<file path="config.mk">
export PLATFORM = sky130hd
export DESIGN_NAME = dfrq_ctrl
export DESIGN_NICKNAME = d
export VERILOG_FILES = /design/src/design/dfrq_pkg.sv /design/src/design/dfrq_ctrl.sv
export SDC_FILE = /design/constraint.sdc
export NUM_CORES = 1
export LEC_CHECK = 0
export BUFFER_PORTS_ARGS = -buffer_cell sky130_fd_sc_hd__buf_2
export CAP_MARGIN = 40
export CORE_AREA = 2 2 39 41
export CTS_BUF_LIST = sky130_fd_sc_hd__clkbuf_4 sky130_fd_sc_hd__clkbuf_8
export DETAILED_ROUTE_END_ITERATION = 10
export DIE_AREA = 0 0 41 43
export GPL_TIMING_DRIVEN = 0
export SKIP_CTS_REPAIR_TIMING = 1
export SYNTH_ARGS = -nofsm -noshare
export SYNTH_HDL_FRONTEND = slang
export SYNTH_SLANG_ARGS = --single-unit
export TNS_END_PERCENT = 20
</file>
<file path="constraint.sdc">
create_clock -name clock -period 2.79 [get_ports clock]
set_input_delay 0.1395 -clock clock [delete_from_list [all_inputs] [get_ports clock]]
set_output_delay 0.1395 -clock clock [all_outputs]
set_load 0.03 [all_outputs]
</file>
<file path="src/design/dfrq_pkg.sv">
// shared types, constants and control/status bundles for the forest root query unit
package dfrq_pkg;

   localparam int unsigned IDX_W          = 16;
   localparam int unsigned SLOT_MAX       = 65536;
   localparam int unsigned NODE_COUNT_DEF = 65536;

   typedef logic [IDX_W-1:0] idx_type;

   typedef enum logic [1:0] {
      OP_LOAD  = 2'd0,
      OP_MOVE  = 2'd1,
      OP_QUERY = 2'd2
   } op_type;

   typedef enum logic [2:0] {
      ST_CLEAR,
      ST_IDLE,
      ST_CHECK,
      ST_STEP,
      ST_FETCH,
      ST_FINISH,
      ST_COMMIT
   } state_type;

   // controller to datapath
   typedef struct packed {
      logic clear_step;
      logic capture;
      logic start_np;
      logic fetch;
      logic advance;
      logic reply;
      logic commit;
   } cmd_type;

   // datapath to controller
   typedef struct packed {
      logic clear_last;
      logic writable;
      logic np_zero;
      logic step_full;
      logic pos_hit;
      logic pos_in_store;
      logic parent_zero;
      logic out_free;
   } sts_type;

endpackage

</file>
<file path="src/design/dfrq_ctrl.sv">
// controller state machine: clearing pass, request decode and parent chain walk sequencing
module dfrq_ctrl (
   input  logic              clock,
   input  logic              reset,
   input  logic              req_valid,
   input  logic [1:0]        req_op,
   input  dfrq_pkg::sts_type sts,
   output logic              req_ready,
   output dfrq_pkg::cmd_type cmd
);
   import dfrq_pkg::*;

   state_type state_ff;
   state_type state_in;
   op_type    op_ff;
   op_type    op_in;
   logic      is_move;
   logic      walk_stop;

   assign is_move   = (op_ff == OP_MOVE);
   // step limit, reached the moved node, or a zero / out-of-store index
   assign walk_stop = sts.step_full || (is_move && sts.pos_hit) || !sts.pos_in_store;

   assign op_in = (state_ff == ST_IDLE && req_valid) ? op_type'(req_op) : op_ff;

   always_ff @(posedge clock) begin
      if (reset) begin
         state_ff <= ST_CLEAR;
      end else begin
         state_ff <= state_in;
      end
      op_ff <= op_in;
   end

   // next state
   always_comb begin
      state_in = state_ff;
      unique case (state_ff)
         ST_CLEAR: begin
            if (sts.clear_last) state_in = ST_IDLE;
         end
         ST_IDLE: begin
            if (req_valid) begin
               unique case (req_op)
                  OP_LOAD:  state_in = ST_COMMIT;
                  OP_MOVE:  state_in = ST_CHECK;
                  OP_QUERY: state_in = ST_STEP;
                  default:  state_in = ST_IDLE;
               endcase
            end
         end
         ST_CHECK: begin
            if (!sts.writable)    state_in = ST_IDLE;
            else if (sts.np_zero) state_in = ST_COMMIT;
            else                  state_in = ST_STEP;
         end
         ST_STEP: begin
            state_in = walk_stop ? ST_FINISH : ST_FETCH;
         end
         ST_FETCH: begin
            state_in = sts.parent_zero ? ST_FINISH : ST_STEP;
         end
         ST_FINISH: begin
            if (!is_move) begin
               if (sts.out_free) state_in = ST_IDLE;
            end else begin
               state_in = sts.pos_hit ? ST_IDLE : ST_COMMIT;
            end
         end
         ST_COMMIT: begin
            state_in = ST_IDLE;
         end
         default: state_in = ST_IDLE;
      endcase
   end

   // outputs
   always_comb begin
      cmd       = '0;
      req_ready = 1'b0;
      unique case (state_ff)
         ST_CLEAR: begin
            cmd.clear_step = 1'b1;
         end
         ST_IDLE: begin
            req_ready    = 1'b1;
            cmd.capture  = req_valid;
            cmd.start_np = (req_op == OP_MOVE);
         end
         ST_CHECK: begin
         end
         ST_STEP: begin
            cmd.fetch = !walk_stop;
         end
         ST_FETCH: begin
            cmd.advance = !sts.parent_zero;
         end
         ST_FINISH: begin
            cmd.reply = !is_move && sts.out_free;
         end
         ST_COMMIT: begin
            cmd.commit = 1'b1;
         end
         default: begin
         end
      endcase
   end

endmodule

</file>
==> impl_metrics.ini <==
[run_status]
status = finished clean

[placed_design]
gp_congestion = 0.754
dp_hpwl_um = 759
dp.cells = 81
numPortBuffers = 20

[floorplan]
initial_core_util_pct = 27.8
die_w_um = 41
io_pins = 21
die_height_um = 43
rows = 14
dieArea_um2 = 1760
core_area_um2 = 1380

[power]
powerDensity_nw_per_um2 = 427
leakage_nw = 0.246
peakVddDrop_v = 0.000161

[cells_and_area]
final_common_cell = buf_2
nets = 83
final_cells = 85
areaGrowthSynthToFinish_pct = 39.0
drive_gt1_share_pct = 42.0
final_cell_mix = 21 x buf_2, 5 x nor2_1, 5 x inv_1
fill_cells = 144
diodes = 0

[drt]
drc = 0
drt-wirelength-per-cell_um = 11.6
vias_per_cell = 5.16
detail-route-antenna-nets = 0
vias = 439
drt_wl_total_um = 990
firstDrtPassIters = 4
drtIter0Drc = 16

[synth]
synth.distinct_cells = 27
synth.avg_cell_area_um2 = 8.56
ys_seq_area_share_pct = 31.2
synth_top_area_share_pct = 15.6
netlist_instances = 45
yosys_warnings = 0
synth-simple-area-share_pct = 26.9
synth_fa_ha_area_share_pct = 0
synth_top_family_by_area = compound AO/OA/AOI/OAI gates
yosys-mux-area-fraction_pct = 0
ys_ff_latch = 5
synth_area_leaders = dfxtp_1 16%, edfxtp_1 16%, inv_1 4.9%, nor2_1 4.9%, a311oi_1 4.5%
yosysTopAreaCell = dfxtp_1
synth_nets = 58
synth_area_um2 = 385
synthXorXnorAreaFrac_pct = 0
synth_compound_area_share_pct = 31.8

[grt]
grt_pass1_vias = 366
grt_pass1_wl_mm = 1.44
gr-usage-all-layers_pct = 12.5
overflow = 0
antenna_found_initial = 0
grt_max_degree = 11

[sta]
worst_slew_pin_slew_ps = 421
slew_violations = 0
finalSetupViolations = 0
setup_tns_ps = 0
finalCritPeriodShare_pct = 60.7
post-route-min-period_ps = 1690
fin_skew_ps = 3.90
hold_viol_final = 0
max_freq_mhz = 591
grt_setup_unrepaired = no
slew-limit-headroom_pct = 71.9

[setup_path]
end_kind = primary output
crit_arrival_ps = 1550
critical_path_required_ps = 2650
start_kind = flop
critPathKind = reg2out
crit_fanout = 10

[run]
drv_cap = 0

[clock_network]
cts.sinks = 5
clk_pin_slew_ps = 40
worstSkewPairLatency_ps = 240
clock_path_buffers = 2
cts_inserted_buffers = 3
cts_tree = done
clockRootBuffer = clkbuf_4
cts.htree.levels = 1

[min_path]
hp-class = in2reg
==> layout make-up <==
| class | count | area (um^2) | area share, % |
|---|---|---|---|
| timing repair buffer | 20 | 100 | 18.7 |
| buffer | 3 | 20.0 | 3.74 |
| tap | 16 | 20.0 | 3.74 |
| sequential | 5 | 120 | 22.4 |
| multi-input combinational | 32 | 226 | 42.3 |
| clock buffer | 4 | 30.0 | 5.61 |
| inverter | 5 | 18.8 | 3.50 |
==> cell usage after synthesis <==
library cell and count:
buf_2 1, or3b_4 1, buf_1 1, nor3_1 3, a21boi_0 1, edfxtp_1 2
o32a_1 1, nor2_1 5, a211oi_1 2, and2_1 1, and3b_1 1, dfxtp_1 3
and3_2 1, inv_1 5, nor4_1 1, a21o_1 1, or2_1 1, nand2b_1 2
o2111ai_1 2, o32ai_1 1, buf_6 1, nand4bb_1 1, o21ai_0 1, a2111oi_2 1
a21oi_1 2, a211o_1 1, a311oi_1 2
==> worst max-delay path: stages (launching register included) <==
cell and delay, ps:
dfxtp_1 330, buf_1 230, nor3_1 320, and2_1 220
buf_2 210
==> final timing paths <==
kind                                                  to                startpoint  slack [ps]  depth (start not counted)
worst max-delay path                              cmd[5]  state_ff[2]$_SDFFE_PP0P_        1100                          4
worst min-delay path            state_ff[0]$_SDFFE_PP0P_                     reset          90                          2
worst max register to register        op_ff[0]$_DFFE_PP_  state_ff[2]$_SDFFE_PP0P_        1390                          3
worst min register to register  state_ff[1]$_SDFFE_PP0P_  state_ff[2]$_SDFFE_PP0P_         640                          2
==> per-stage QoR <==
stage / hold WS [ps] / total power (W) / util, % / instance area (um^2) / setup WS (ps)
2_1_floorplan: 212 / 0.000118 / - / 385 / 694
3_3_place_gp: 349 / 0.000137 / 36.5 / 505 / 1400
3_5_place_dp: 344 / 0.000137 / 36.5 / 505 / 1380
4_1_cts: 85.6 / 0.000232 / 38.7 / 536 / 1110
5_1_grt: 91.5 / 0.000242 / 38.7 / 536 / 980
6_report: 91.8 / 0.000229 / 38.7 / 536 / 1100
==> flip-flops by register name, indices dropped and copies added, names as in the netlist <==
register and count:
op_ff 2, state_ff 3
==> kinds of logic (layout without fill, tap and decap cells) <==
logic type	Yosys count	after routing
flip-flops	5	5
AO/OA/AOI/OAI	15	15
AND/OR/NAND/NOR	17	17
buffers and inverters	8	32
==> report_power, final <==
group	leakage (nW)	total [W]	internal, W	switching [W]
Clock	0.0184	0.0000925	0.0000637	0.0000288
Combinational	0.185	0.0000552	0.0000224	0.0000327
Sequential	0.0430	0.0000811	0.0000797	0.00000138
==> metal layers <==
| metal | global-route usage (%) | wire length (um) | share of wire [%] | vias up |
|---|---|---|---|---|
| met1 | 13.2 | 432 | 44 | 197 |
| met2 | 19.4 | 484 | 49 | 19 |
| li1 | - | - | - | 223 |
| met4 | 10.0 | 0 | 0 | 0 |
| met5 | 0 | 0 | 0 | - |
| met3 | 3.14 | 73 | 7.4 | 0 |
Power figures use the tool's default switching activity.
